--- src/hw/rtl/rth_pkg.sv ---
`default_nettype none

package rth_pkg;

  // Channel that holds the maximum; selects the hue sector.
  typedef enum logic [1:0] {
    SEC_RED,
    SEC_GREEN,
    SEC_BLUE
  } rth_sector_t;

endpackage : rth_pkg

`default_nettype wire

--- src/hw/rtl/rgb_to_hsv_convert_core.sv ---
`default_nettype none

// Channel  | Dir | Ports                        | Payload
// ---------+-----+------------------------------+--------------------------------
// pixel in | in  | in_tvalid/in_tready/in_tdata | red, green, blue
// hsv out  | out | out_tvalid/out_tready/out_tdata | hue, saturation, brightness
//
// One pixel per clock sustained while out_tready does not stall. The pipeline
// has two front stages plus 12 stages of the hue divider by default,
// set by the one-bit-per-stage restoring dividers.
// Reset clears only the valid bits; payload registers are not reset.
// A stall on out_tready freezes the whole pipeline in place; in_tready
// follows it, so no transfer is dropped or repeated.
module rgb_to_hsv_convert_core
  import rth_pkg::*;
#(
  parameter int CHANNEL_BITS = 8,
  parameter int HUE_BITS     = 12
) (
  input  wire logic clk,
  input  wire logic rst_n,

  input  wire logic in_tvalid,
  output logic      in_tready,
  // [C-1:0] red, [2C-1:C] green, [3C-1:2C] blue, zero pad to bytes
  input  wire logic [((3*CHANNEL_BITS+7)/8)*8-1:0] in_tdata,

  output logic      out_tvalid,
  input  wire logic out_tready,
  // [H-1:0] hue, [H+C-1:H] saturation, [H+2C-1:H+C] brightness, zero pad
  output logic [((HUE_BITS+2*CHANNEL_BITS+7)/8)*8-1:0] out_tdata
);

  localparam int C     = CHANNEL_BITS;
  localparam int H     = HUE_BITS;
  localparam int OUT_W = ((H + 2*C + 7) / 8) * 8;
  localparam int DEPTH = (H > C) ? H : C;

  // Whole pipeline advances together.
  logic en;
  assign en        = !out_tvalid || out_tready;
  assign in_tready = en;

  // ---------------- stage 1: max, min, sector ----------------
  logic [C-1:0] red, green, blue;
  assign red   = in_tdata[C-1:0];
  assign green = in_tdata[2*C-1:C];
  assign blue  = in_tdata[3*C-1:2*C];

  logic        v1_r;
  logic [C-1:0] r1_r, g1_r, b1_r, mx1_r, mn1_r;
  rth_sector_t sec1_r;
  logic [C-1:0] mx1_nxt, mn1_nxt;
  rth_sector_t sec1_nxt;

  always_comb begin
    // ties: red first, then green
    if (red >= green && red >= blue) begin
      sec1_nxt = SEC_RED;
      mx1_nxt  = red;
    end else if (green >= blue) begin
      sec1_nxt = SEC_GREEN;
      mx1_nxt  = green;
    end else begin
      sec1_nxt = SEC_BLUE;
      mx1_nxt  = blue;
    end
    mn1_nxt = red;
    if (green < mn1_nxt) mn1_nxt = green;
    if (blue < mn1_nxt)  mn1_nxt = blue;
  end

  always_ff @(posedge clk) begin
    if (!rst_n) begin
      v1_r <= 1'b0;
    end else if (en) begin
      v1_r <= in_tvalid;
    end
  end

  always_ff @(posedge clk) begin
    if (en) begin
      r1_r   <= red;
      g1_r   <= green;
      b1_r   <= blue;
      mx1_r  <= mx1_nxt;
      mn1_r  <= mn1_nxt;
      sec1_r <= sec1_nxt;
    end
  end

  // ---------------- stage 2: delta, hue numerator, sat dividend ----------------
  logic [C-1:0]   delta;
  logic [C+2:0]   d3, r3, g3, b3, six_nxt, num_nxt;
  logic [2*C-1:0] sat_prod;

  always_comb begin
    delta = mx1_r - mn1_r;
    d3    = (C+3)'(delta);
    r3    = (C+3)'(r1_r);
    g3    = (C+3)'(g1_r);
    b3    = (C+3)'(b1_r);
    six_nxt = (d3 << 2) + (d3 << 1);
    // modular arithmetic: true result lies in [0, 6*delta)
    case (sec1_r)
      SEC_RED:   num_nxt = (g1_r >= b1_r) ? (g3 - b3) : (six_nxt + g3 - b3);
      SEC_GREEN: num_nxt = (d3 << 1) + b3 - r3;
      SEC_BLUE:  num_nxt = (d3 << 2) + r3 - g3;
      default:   num_nxt = '0;
    endcase
    // delta * (2^C - 1) without a multiplier
    sat_prod = {delta, {C{1'b0}}} - {{C{1'b0}}, delta};
  end

  logic           v2_r;
  logic [C+2:0]   num2_r, six2_r;
  logic [2*C-1:0] prod2_r;
  logic [C-1:0]   mx2_r;
  logic           hz2_r, sz2_r;

  always_ff @(posedge clk) begin
    if (!rst_n) begin
      v2_r <= 1'b0;
    end else if (en) begin
      v2_r <= v1_r;
    end
  end

  always_ff @(posedge clk) begin
    if (en) begin
      num2_r  <= num_nxt;
      six2_r  <= six_nxt;
      prod2_r <= sat_prod;
      mx2_r   <= mx1_r;
      hz2_r   <= (delta == '0);
      sz2_r   <= (mx1_r == '0);
    end
  end

  // ---------------- divider stages ----------------
  logic [H-1:0] hue_q;
  logic [C-1:0] sat_q;

  // hue = num * 2^H / (6*delta); num below the divisor
  rth_div_pipe #(
    .RW    (C + 4),
    .STEPS (H),
    .DEPTH (DEPTH)
  ) u_hue_div (
    .clk    (clk),
    .en     (en),
    .rem_i  (num2_r),
    .div_i  (six2_r),
    .feed_i ({H{1'b0}}),
    .quo_o  (hue_q)
  );

  // saturation = delta*(2^C-1) / max; upper half is below max
  rth_div_pipe #(
    .RW    (C + 1),
    .STEPS (C),
    .DEPTH (DEPTH)
  ) u_sat_div (
    .clk    (clk),
    .en     (en),
    .rem_i  (prod2_r[2*C-1:C]),
    .div_i  (mx2_r),
    .feed_i (prod2_r[C-1:0]),
    .quo_o  (sat_q)
  );

  // side data delayed to line up with the divider outputs
  logic         vd_r [DEPTH];
  logic [C-1:0] mxd_r[DEPTH];
  logic         hzd_r[DEPTH];
  logic         szd_r[DEPTH];

  always_ff @(posedge clk) begin
    if (!rst_n) begin
      for (int i = 0; i < DEPTH; i++) vd_r[i] <= 1'b0;
    end else if (en) begin
      vd_r[0] <= v2_r;
      for (int i = 1; i < DEPTH; i++) vd_r[i] <= vd_r[i-1];
    end
  end

  always_ff @(posedge clk) begin
    if (en) begin
      mxd_r[0] <= mx2_r;
      hzd_r[0] <= hz2_r;
      szd_r[0] <= sz2_r;
      for (int i = 1; i < DEPTH; i++) begin
        mxd_r[i] <= mxd_r[i-1];
        hzd_r[i] <= hzd_r[i-1];
        szd_r[i] <= szd_r[i-1];
      end
    end
  end

  // ---------------- output ----------------
  // gray pixel: zero divisor, force hue 0; black pixel: force saturation 0
  logic [H-1:0] hue;
  logic [C-1:0] saturation, brightness;

  assign hue        = hzd_r[DEPTH-1] ? '0 : hue_q;
  assign saturation = szd_r[DEPTH-1] ? '0 : sat_q;
  assign brightness = mxd_r[DEPTH-1];

  assign out_tvalid = vd_r[DEPTH-1];
  assign out_tdata  = OUT_W'({brightness, saturation, hue});

endmodule : rgb_to_hsv_convert_core

`default_nettype wire

--- src/hw/rtl/rth_div_pipe.sv ---
`default_nettype none

// Pipelined restoring divider, one quotient bit per stage.
// rem_i must be below div_i; feed_i bits are shifted in MSB first.
// Stages past STEPS only carry the result along.
module rth_div_pipe #(
  parameter int RW    = 12,
  parameter int STEPS = 12,
  parameter int DEPTH = 12
) (
  input  wire logic             clk,
  input  wire logic             en,
  input  wire logic [RW-2:0]    rem_i,
  input  wire logic [RW-2:0]    div_i,
  input  wire logic [STEPS-1:0] feed_i,
  output logic      [STEPS-1:0] quo_o
);

  logic [RW-2:0]    rem_r  [DEPTH];
  logic [RW-2:0]    div_r  [DEPTH];
  logic [STEPS-1:0] feed_r [DEPTH];
  logic [STEPS-1:0] quo_r  [DEPTH];

  for (genvar s = 0; s < DEPTH; s++) begin : g_stage
    logic [RW-2:0]    rem_in;
    logic [RW-2:0]    div_in;
    logic [STEPS-1:0] feed_in;
    logic [STEPS-1:0] quo_in;
    logic [RW-2:0]    rem_nxt;
    logic [STEPS-1:0] feed_nxt;
    logic [STEPS-1:0] quo_nxt;

    if (s == 0) begin : g_first
      assign rem_in  = rem_i;
      assign div_in  = div_i;
      assign feed_in = feed_i;
      assign quo_in  = '0;
    end else begin : g_next
      assign rem_in  = rem_r[s-1];
      assign div_in  = div_r[s-1];
      assign feed_in = feed_r[s-1];
      assign quo_in  = quo_r[s-1];
    end

    if (s < STEPS) begin : g_step
      logic [RW-1:0] trial;
      logic [RW-1:0] diff;
      logic          fits;

      always_comb begin
        trial    = {rem_in, feed_in[STEPS-1]};
        diff     = trial - {1'b0, div_in};
        fits     = (trial >= {1'b0, div_in});
        rem_nxt  = fits ? diff[RW-2:0] : trial[RW-2:0];
        feed_nxt = {feed_in[STEPS-2:0], 1'b0};
        quo_nxt  = {quo_in[STEPS-2:0], fits};
      end
    end else begin : g_hold
      assign rem_nxt  = rem_in;
      assign feed_nxt = feed_in;
      assign quo_nxt  = quo_in;
    end

    always_ff @(posedge clk) begin
      if (en) begin
        rem_r[s]  <= rem_nxt;
        div_r[s]  <= div_in;
        feed_r[s] <= feed_nxt;
        quo_r[s]  <= quo_nxt;
      end
    end
  end

  assign quo_o = quo_r[DEPTH-1];

endmodule : rth_div_pipe

`default_nettype wire
--- config.mk ---
export PLATFORM = sky130hd
export DESIGN_NAME = rgb_to_hsv_convert_core
export DESIGN_NICKNAME = d
export VERILOG_FILES = /design/src/hw/rtl/rth_pkg.sv /design/src/hw/rtl/rgb_to_hsv_convert_core.sv /design/src/hw/rtl/rth_div_pipe.sv
export SDC_FILE = /design/constraint.sdc
export NUM_CORES = 1
export LEC_CHECK = 0
export BUFFER_PORTS_ARGS = -buffer_cell sky130_fd_sc_hd__buf_4
export CELL_PAD_IN_SITES_DETAIL_PLACEMENT = 0
export CELL_PAD_IN_SITES_GLOBAL_PLACEMENT = 2
export CORE_MARGIN = 2
export CORE_UTILIZATION = 41
export CTS_CLUSTER_DIAMETER = 30
export DETAILED_ROUTE_END_ITERATION = 8
export GPL_ROUTABILITY_DRIVEN = 0
export PLACE_DENSITY_LB_ADDON = 0.1
export SLEW_MARGIN = 25
export SYNTH_ARGS = -nofsm -noshare
export SYNTH_HDL_FRONTEND = slang
export SYNTH_SLANG_ARGS = --single-unit
export TNS_END_PERCENT = 30
--- constraint.sdc ---
create_clock -name clk -period 23 [get_ports clk]
set_input_delay 3.45 -clock clk [delete_from_list [all_inputs] [get_ports clk]]
set_output_delay 3.45 -clock clk [all_outputs]
set_load 0.005 [all_outputs]
* Word-level counts from Yosys, hierarchy flattened
Memory sizes are Yosys's and may differ from the RTL's. Cells that the tools add are included.
Cells by class: $add $sub $neg 30, eq/ne operators 2, mux-type cells 46, bitwise gates (word level) 12, reduce and logical (&&, ||, !) cells 6, order comparisons 26
Operator list (number):
- 12-bit by 11-bit greater-or-equal comparator with 1-bit output | 12
- 11-bit two-way mux | 13
- 11-bit subtractor | 12
- 8-bit two-way mux | 13
- 9-bit by 8-bit greater-or-equal comparator with 1-bit output | 8
- 8-bit subtractor | 9
- 11-bit case mux with 3 select lines | 1
- 8-bit greater-or-equal comparator | 4
- 11-bit by 8-bit subtractor with 11-bit output | 2
- 1-bit two-way mux | 17
- 8-bit logical NOT | 2
- 8-bit < comparator | 2
- 16-bit by 8-bit subtractor with 16-bit output | 1
- 12-bit two-way mux | 1
- 1-bit bitwise OR | 12
- 10-bit by 8-bit adder with 11-bit output | 1
- 10-bit by 9-bit adder with 11-bit output | 1
- 11-bit by 8-bit adder with 11-bit output | 1
- 10-bit by 8-bit subtractor with 11-bit output | 1
- 9-bit by 8-bit adder with 10-bit output | 1
- 8-bit by 8-bit subtractor with 9-bit output | 1
- 2-bit by 1-bit == test with 1-bit output, second input constant | 1
- 2-bit == test, second input constant | 1
- 2-bit logical NOT | 1
- 4 further kinds | 4
Word-level totals: memory bits (writable) 1056, output and inout port bits 34, word-level logic and storage cells 148, input bits 28, memories 12, register bits after elaboration 92
Memory list:
- u_hue_div.quo_r | depth 12, bits a word 12, read ports 12, clocked after memory_dff 0, write ports 12, line rth_div_pipe.sv:22 | logic [STEPS-1:0] quo_r [DEPTH];
- u_hue_div.div_r | depth 12, bits a word 11, read ports 11, clocked after memory_dff 0, write ports 12, line rth_div_pipe.sv:20 | logic [RW-2:0] div_r [DEPTH];
- u_hue_div.feed_r | depth 12, bits a word 11, read ports 11, clocked after memory_dff 0, write ports 12, line rth_div_pipe.sv:21 | logic [STEPS-1:0] feed_r [DEPTH];
- u_hue_div.rem_r | depth 12, bits a word 11, read ports 11, clocked after memory_dff 0, write ports 12, line rth_div_pipe.sv:19 | logic [RW-2:0] rem_r [DEPTH];
- mxd_r | depth 12, bits a word 8, read ports 12, clocked after memory_dff 0, write ports 12, line rgb_to_hsv_convert_core.sv:174 | logic [C-1:0] mxd_r[DEPTH];
- u_sat_div.div_r | depth 12, bits a word 8, read ports 11, clocked after memory_dff 0, write ports 12, line rth_div_pipe.sv:20
- 6 more memories

* Longest topological paths before layout
Gate-level depths: netlist (run 1). An unclocked memory read counts as a cell.
depth in word-level cells 7, depth in mapped cells 23, mapped depth without buffers 22

* Cells and area by module
Synthesis (run 1) repeated with hierarchy kept, for this count alone.
Unflattened totals: cells, all modules 3058, area, all modules 40775.4 µm²
By module, submodules not included:
- rth_div_pipe at u_hue_div | times used 1, area each 19583.8 µm², cells each 1508
- rgb_to_hsv_convert_core | times used 1, area each 11456.0 µm², cells each 846
- rth_div_pipe at u_sat_div | times used 1, area each 9735.6 µm², cells each 704

* Least setup slack after synthesis (run 1)
No wires, ideal clock.
path kind input to output, from input out_tready, to output in_tready, required time 19.550 ns, data arrival time 21.130 ns, buffers on the path 1, slack -1.580 ns, cell stages on the path 2, path through nand2b_1 clkbuf_1
Between the ends: longest elaborated chain between the ends 1
Ends and longest elaborated chain:
- start: declaration | line rgb_to_hsv_convert_core.sv:29 | input wire logic out_tready,
- 1-bit logical OR | line rgb_to_hsv_convert_core.sv:41 | assign en = !out_tvalid || out_tready;
- end: declaration | line rgb_to_hsv_convert_core.sv:24 | output logic in_tready,
No other way between the ends.

* Final worst setup path (run 1)
Ends and elaborated chain as after synthesis.

==> results of run 1 <==
==> worst max-delay path: cells and delay by family <==
family | cells | cell delay (ns)
and+or+nand+nor | 1 | 0.47
buffers and inverters | 2 | 0.42
==> per-stage QoR <==
stage / instances / instance area [um^2]
5_1_grt: 3968 / 40820
3_5_place_dp: 3673 / 35340
3_3_place_gp: 3673 / 35340
6_report: 3968 / 40820
4_1_cts: 3968 / 40820
2_1_floorplan: 2569 / 33620
==> per-layer routing <==
metal,global-route usage,vias up,share of wire
met2,0.2667,301,0.50
met5,0,-,0
met4,0.06720,0,0.031
met1,0.1768,9183,0.43
li1,-,9696,-
met3,0.03587,142,0.038
==> how the worst min path moves through the flow <==
stage                                startpoint  slack (ns)  depth (start not counted)                      to
after floorplan                           hz2_r        0.40                          0             hzd_r[0][0]
after global placement    u_sat_div.quo_r[0][9]        0.40                          0  u_sat_div.quo_r[0][18]
after detailed placement            hzd_r[0][1]        0.40                          0             hzd_r[0][2]
after CTS                            prod2_r[5]        0.39                          0  u_sat_div.feed_r[0][6]
after global routing                 prod2_r[5]        0.41                          0  u_sat_div.feed_r[0][6]
final                                prod2_r[5]        0.40                          0  u_sat_div.feed_r[0][6]
==> registers in the layout, summed over array words and instances, names as in the netlist, 8 cells and up <==
register,count
u_hue_div.rem_r,110
u_hue_div.div_r,98
u_hue_div.quo_r,78
u_sat_div.quo_r,68
u_sat_div.div_r,63
u_sat_div.rem_r,56
mxd_r,33
u_sat_div.feed_r,27
prod2_r,15
hzd_r,12
szd_r,12
vd_r,12
num2_r,11
six2_r,9
b1_r,8
g1_r,8
mn1_r,8
mx1_r,8
mx2_r,8
r1_r,8
==> cells in the final DEF (no fill, tap or decap), types with 7 or more instances in the layout <==
master and instances:
a211oi_1 13, a21boi_0 34, a21o_1 65, a21oi_1 71
a221oi_1 11, a311oi_1 7, and2_1 8, and3_1 15
buf_4 70, bufinv_16 22, clkbuf_1 16, clkbuf_16 160
clkinv_1 25, clkinv_2 23, clkinv_4 14, clkinvlp_4 8
edfxtp_1 655, fa_1 44, ha_1 273, inv_1 382
inv_6 17, mux2_2 103, mux2i_1 58, nand2_1 95
nand2b_1 29, nand3_1 25, nand4_1 40, nor2_1 130
nor2_2 14, nor2b_1 67, nor3_1 30, o21a_1 30
o21ai_0 125, o31a_1 7, xnor2_1 83, xor2_1 45
==> layout make-up <==
class	instances	area share
clock buffers	176	0.09955
repair buffers	72	0.01364
well taps	1060	0.03249
multi-input cells	1500	0.3011
flip-flops and latches	658	0.4833
clock inverters	119	0.03473
inverters	383	0.03522
==> kinds of logic after synthesis <==
logic type,count (synthesis),synth area share
flip-flops,658,0.5871
AND/OR/NAND/NOR,470,0.06929
AO/OA/AOI/OAI,417,0.08150
buffers and inverters,411,0.04773
adder cells (fa/ha/maj),318,0.1282
multiplexers,161,0.05179
XOR/XNOR,130,0.03433
other,1,0.0001116
==> impl_results.md, run 1 <==
- Nature of the critical path startpoint: input port
- CP cell instances: buf_4, nand2b_4, buf_4
- Mean Syn Cell Area: 13.10 um^2
- Util after Layout: 0.5052
- Post-DP HPWL: 44260 um
- Critical Path RT: 19.55 ns
- EDFF count, synth: 655
- R2R Path End: num2_r[9]
- Pre-CTS setup slack: ~15 ns
- Setup Fix Bufs, Post-CTS: 0
- CTS Buf Count: 160
- Share of cells above drive strength 1: 0.1582
- Global-route wire length before repair: 103000 um
- Crit end category: primary output
- Diodes inserted: 0
- Final Hold Fails: 0
- Syn Inst Count: 2566
- Cell at the root of the clock tree: clkbuf_16
- Reg clk slew, reported paths: roughly 0.04 ns
- Total GRT Usage: 0.1520
- Final wirelength: 62820 um
- Worst hold slack: 0.3955 ns
- Area growth from synthesis to layout: 21.48%
- Core area: just over 80000 um^2
- Largest stage delay, worst path: 0.47 ns
- Post-route DRC: 0
- Die W: 290.3 um
- Worst-Skew Late Latency: 0.71 ns
- Gr ovfl total: 0
- Starting Density: 0.4159
- Crit path kind: input port to primary output
- Post-Syn Area: ~34000 um^2
- Most common cell in the netlist: edfxtp_1
- Fin crit period: ~7.8 ns
- Status: completed
- Worst setup path endpoint: in_tready
- Worst-Margin Slew: 1.104 ns
- Vias in the first global route: 20550
- Post-synth cell types: 69
- Max cap viols: 0
- Worst setup margin: around 15 ns
- Post-CTS sizing: 0
- Setup tns final: 0 ns
- Asr flop ratio synth: 0
- Min-Delay Path Class: flip-flop to flip-flop
- Critical path peak fanout: 48
- Die outline height: a little under 300 um
- Crit share post-route: 0.3393
- Skew final: 0.03221 ns
- Slowest stage cell on the critical path: nand2b_4
- Yosys warns: 0
- FF+latch count, synth: 658
- DR vias: 19320
- Multi-input combinational cell area: 12290 um^2
- Worst r2r path cells: 19
- Buffers on Ports: 57
- H-tree levels: 4
- Drt pass-1 iters: 5
- Clock sinks: 658
- Fmax: around 130 MHz
- Initial DRC count: roughly 770
- Die Area: 84270 um^2
- Setup crit start: out_tready
- Area leader, netlist: edfxtp_1
- Commonest cells in the netlist: 655 x edfxtp_1, 382 x inv_1, 273 x ha_1
- Most common cell on crit path: buf_4
- Crit Reg-Reg Startpoint: mx1_r[0]
- Synth Flop Type: edfxtp_1
- CTS tree: done
- Final setup viols: 0
- Max Slew Vio Count: 0
- Nets: 3120
- Flop2flop setup slack: about 17 ns
- Row cnt: around 100
- WL/cell: 15.83 um
- Largest net degree at the start of global routing: about 190
- Top cells by area, synth: edfxtp_1 59%, ha_1 10%, inv_1 4.3%
- Register area: 19730 um^2
- Slew HR: 0.2640
- Share of the synthesized area in the top cell type: 0.5853
- Fill cell count: 6946
- Critical path arrival: between 4 and 5 ns
- Register area share after synthesis: 0.5871
- Max Root-Sink Buffers: 3
- Antenna Nets Post-Route: 0
- Hold-fix buffers at CTS: 0
- RSZ-0062 raised after global routing: no
- Antenna violations before repair: 0
- Vias per std cell: 4.869
- I/O pins: 62
Power of run 1 is not shown: default switching activity piles up to over one toggle a cycle in this logic, so the estimate is an artifact.
==> inputs of run 2 (changes only) <==
--- a/config.mk
+++ b/config.mk
@@ -9,7 +9,7 @@
 export CELL_PAD_IN_SITES_DETAIL_PLACEMENT = 0
 export CELL_PAD_IN_SITES_GLOBAL_PLACEMENT = 2
 export CORE_MARGIN = 2
-export CORE_UTILIZATION = 41
+export CORE_UTILIZATION = 45
 export CTS_CLUSTER_DIAMETER = 30
 export DETAILED_ROUTE_END_ITERATION = 8
 export GPL_ROUTABILITY_DRIVEN = 0
==> constraint.sdc (replaced) <==
create_clock -name clk -period 8 [get_ports clk]
set_input_delay 1.2 -clock clk [delete_from_list [all_inputs] [get_ports clk]]
set_output_delay 1.2 -clock clk [all_outputs]
set_load 0.005 [all_outputs]
==> run 2 against run 1 <==
Net effect:
- sequential share of layout area rose by 0.75 points
- largest cell class unchanged
- via count rose by 0.37%
- register-to-register slack lost 15 ns
- hold slack worse by 0.0042 ns
- critical endpoint is now num2_r[8]
- global-route usage increased by 1.1 points
- core utilization up 3.7 points
- clock-buffer cell count down 5
- final cell count fell by 3.1%
- cell area is 1.5% lower
==> impl_results.md, run 2 (synthesized netlist as in run 1, its figures left out) <==
- Setup tns final: 0 ns
- Row cnt: 100
- RSZ-0062 raised after global routing: no
- Nature of the critical path startpoint: flip-flop
- Core area: 74200 um^2
- Antenna Nets Post-Route: 0
- Crit path kind: flip-flop to flip-flop
- Starting Density: 0.4529
- H-tree levels: 4
- Worst Hold Depth: 0
- Crit Reg-Reg Startpoint: mx1_r[0]
- Most common cell after layout, fill and taps aside: edfxtp_1
- Diodes inserted: 0
- Worst hold slack: 0.3913 ns
- Total GRT Usage: 0.1632
- Area growth from synthesis to layout: 19.62%
- Skew final: 0.05471 ns
- CTS Buf Count: ~150
- Fin crit period: 5.804 ns
- Antenna violations before repair: 0
- Post-CTS sizing: 0
- Drt pass-1 iters: 4
- M3 GR Usage: 0.03849
- Setup Fix Bufs, Post-CTS: 0
- Worst r2r path cells: 21
- Commonest cells after routing, fill and taps aside: 655 x edfxtp_1, 382 x inv_1, 273 x ha_1
- Critical Path RT: around 8.5 ns
- Max Slew Vio Count: 0
- Worst-Margin Slew: around 1.0 ns
- Vias per std cell: 5.043
- Flop2flop setup slack: between 2 and 2.5 ns
- Post-route DRC: 0
- Final Hold Fails: 0
- I/O pins: 62
- Status: completed
- GR peak layer: met2
- Initial DRC count: 840
- Slew HR: 0.3198
- Critical path arrival: roughly 6.3 ns
- Fmax: between 150 and 200 MHz
- Crit share post-route: 0.7255
- Min-delay src: u_sat_div.feed_r[0][6]
- Vias in the first global route: 20380
- Worst-Skew Late Latency: 0.71 ns
- Critical path peak fanout: 11
- Die outline height: 277.3 um
- Gr ovfl total: 0
- Crit end category: flip-flop
- Top reg by flops: u_hue_div.rem_r
- Cell at the root of the clock tree: clkbuf_16
- Hold-fix buffers at CTS: 0
- Die Area: around 77000 um^2
- Buffers on Ports: 57
- WL/cell: 15.84 um
- Share of cells above drive strength 1: 0.1477
- Largest register FFs: 110
- Hold EP: u_sat_div.feed_r[0][15]
- Min-Delay Path Class: flip-flop to flip-flop
- Final setup viols: 0
- Clock sinks: 658
- Post-DP HPWL: roughly 44000 um
- Util after Layout: 0.5418
- Largest regs: u_hue_div.rem_r (110), u_hue_div.div_r (98), u_hue_div.quo_r (78)
- Largest net degree at the start of global routing: between 150 and 200
- Max Root-Sink Buffers: 3
- Global-route wire length before repair: 100900 um
- Global Route met1 Usage: 0.1933
- Final wirelength: 60920 um
- CTS tree: done
- Met2 Use GR: 0.2834
- DR vias: 19390
- Die W: 277.3 um
- R2R Path End: num2_r[8]
- Nets: 3101
- Max cap viols: 0
- Reg clk slew, reported paths: 0.05 ns
run 2: cell types whose count changed in the layout (fill, tap and decap cells not counted), sizes merged:
| cell | previous run | this run |
|---|---|---|
| buf | 72 | 66 |
| inv | 402 | 396 |
| clkinv | 70 | 62 |
| clkbuf | 176 | 171 |
| bufinv | 22 | 13 |
| clkinvlp | 8 | 11 |
run 2: layout make-up:
cell class                 count  area (um^2)
tap                          969         1212
clock inverter                99         1211
inverter                     383         1438
clock buffer                 171         3799
timing repair buffer          66        520.5
fill                        6241        34000
multi-input combinational   1500        12290
sequential                   658        19730
run 2: how the worst max path moves through the flow:
stage                 to       start
2_1_floorplan  in_tready  out_tready
3_3_place_gp   num2_r[9]    mx1_r[0]
4_1_cts        num2_r[9]    mx1_r[0]
6_report       num2_r[8]    mx1_r[0]
3_5_place_dp   num2_r[9]    mx1_r[0]
5_1_grt        num2_r[8]    mx1_r[0]
run 2: metal layers:
metal	vias to the layer above	part of all wire
li1	9624	-
met1	9343	0.43
met2	298	0.50
met3	129	0.040
met4	0	0.028
met5	-	0
run 2: worst max-delay path, stage by stage (launching register included):
cell	delay, ns
edfxtp_1	0.41
inv_1	0.08
ha_1	0.16
inv_1	0.05
fa_1	0.41
a211oi_1	0.33
nor2_1	0.12
xor2_1	0.78
ha_1	0.36
o21ai_0	0.08
nand2b_1	0.12
xor2_1	0.16
xnor2_1	0.20
fa_1	0.50
inv_1	0.04
ha_1	0.33
a21o_1	0.17
a21oi_1	0.24
xor2_1	0.09
a2111oi_0	0.67
a21oi_1	0.08
o22ai_1	0.20
run 2: stage by stage:
step,setup slack [ns],instances,instance area (um^2)
CTS,2.253,3846,40200
global route,1.891,3846,40200
floorplan,0.8201,2569,33620
detailed placement,2.311,3576,35190
global placement,2.402,3576,35190
finish,2.196,3846,40200
Power of run 2 is left out for the same reason.
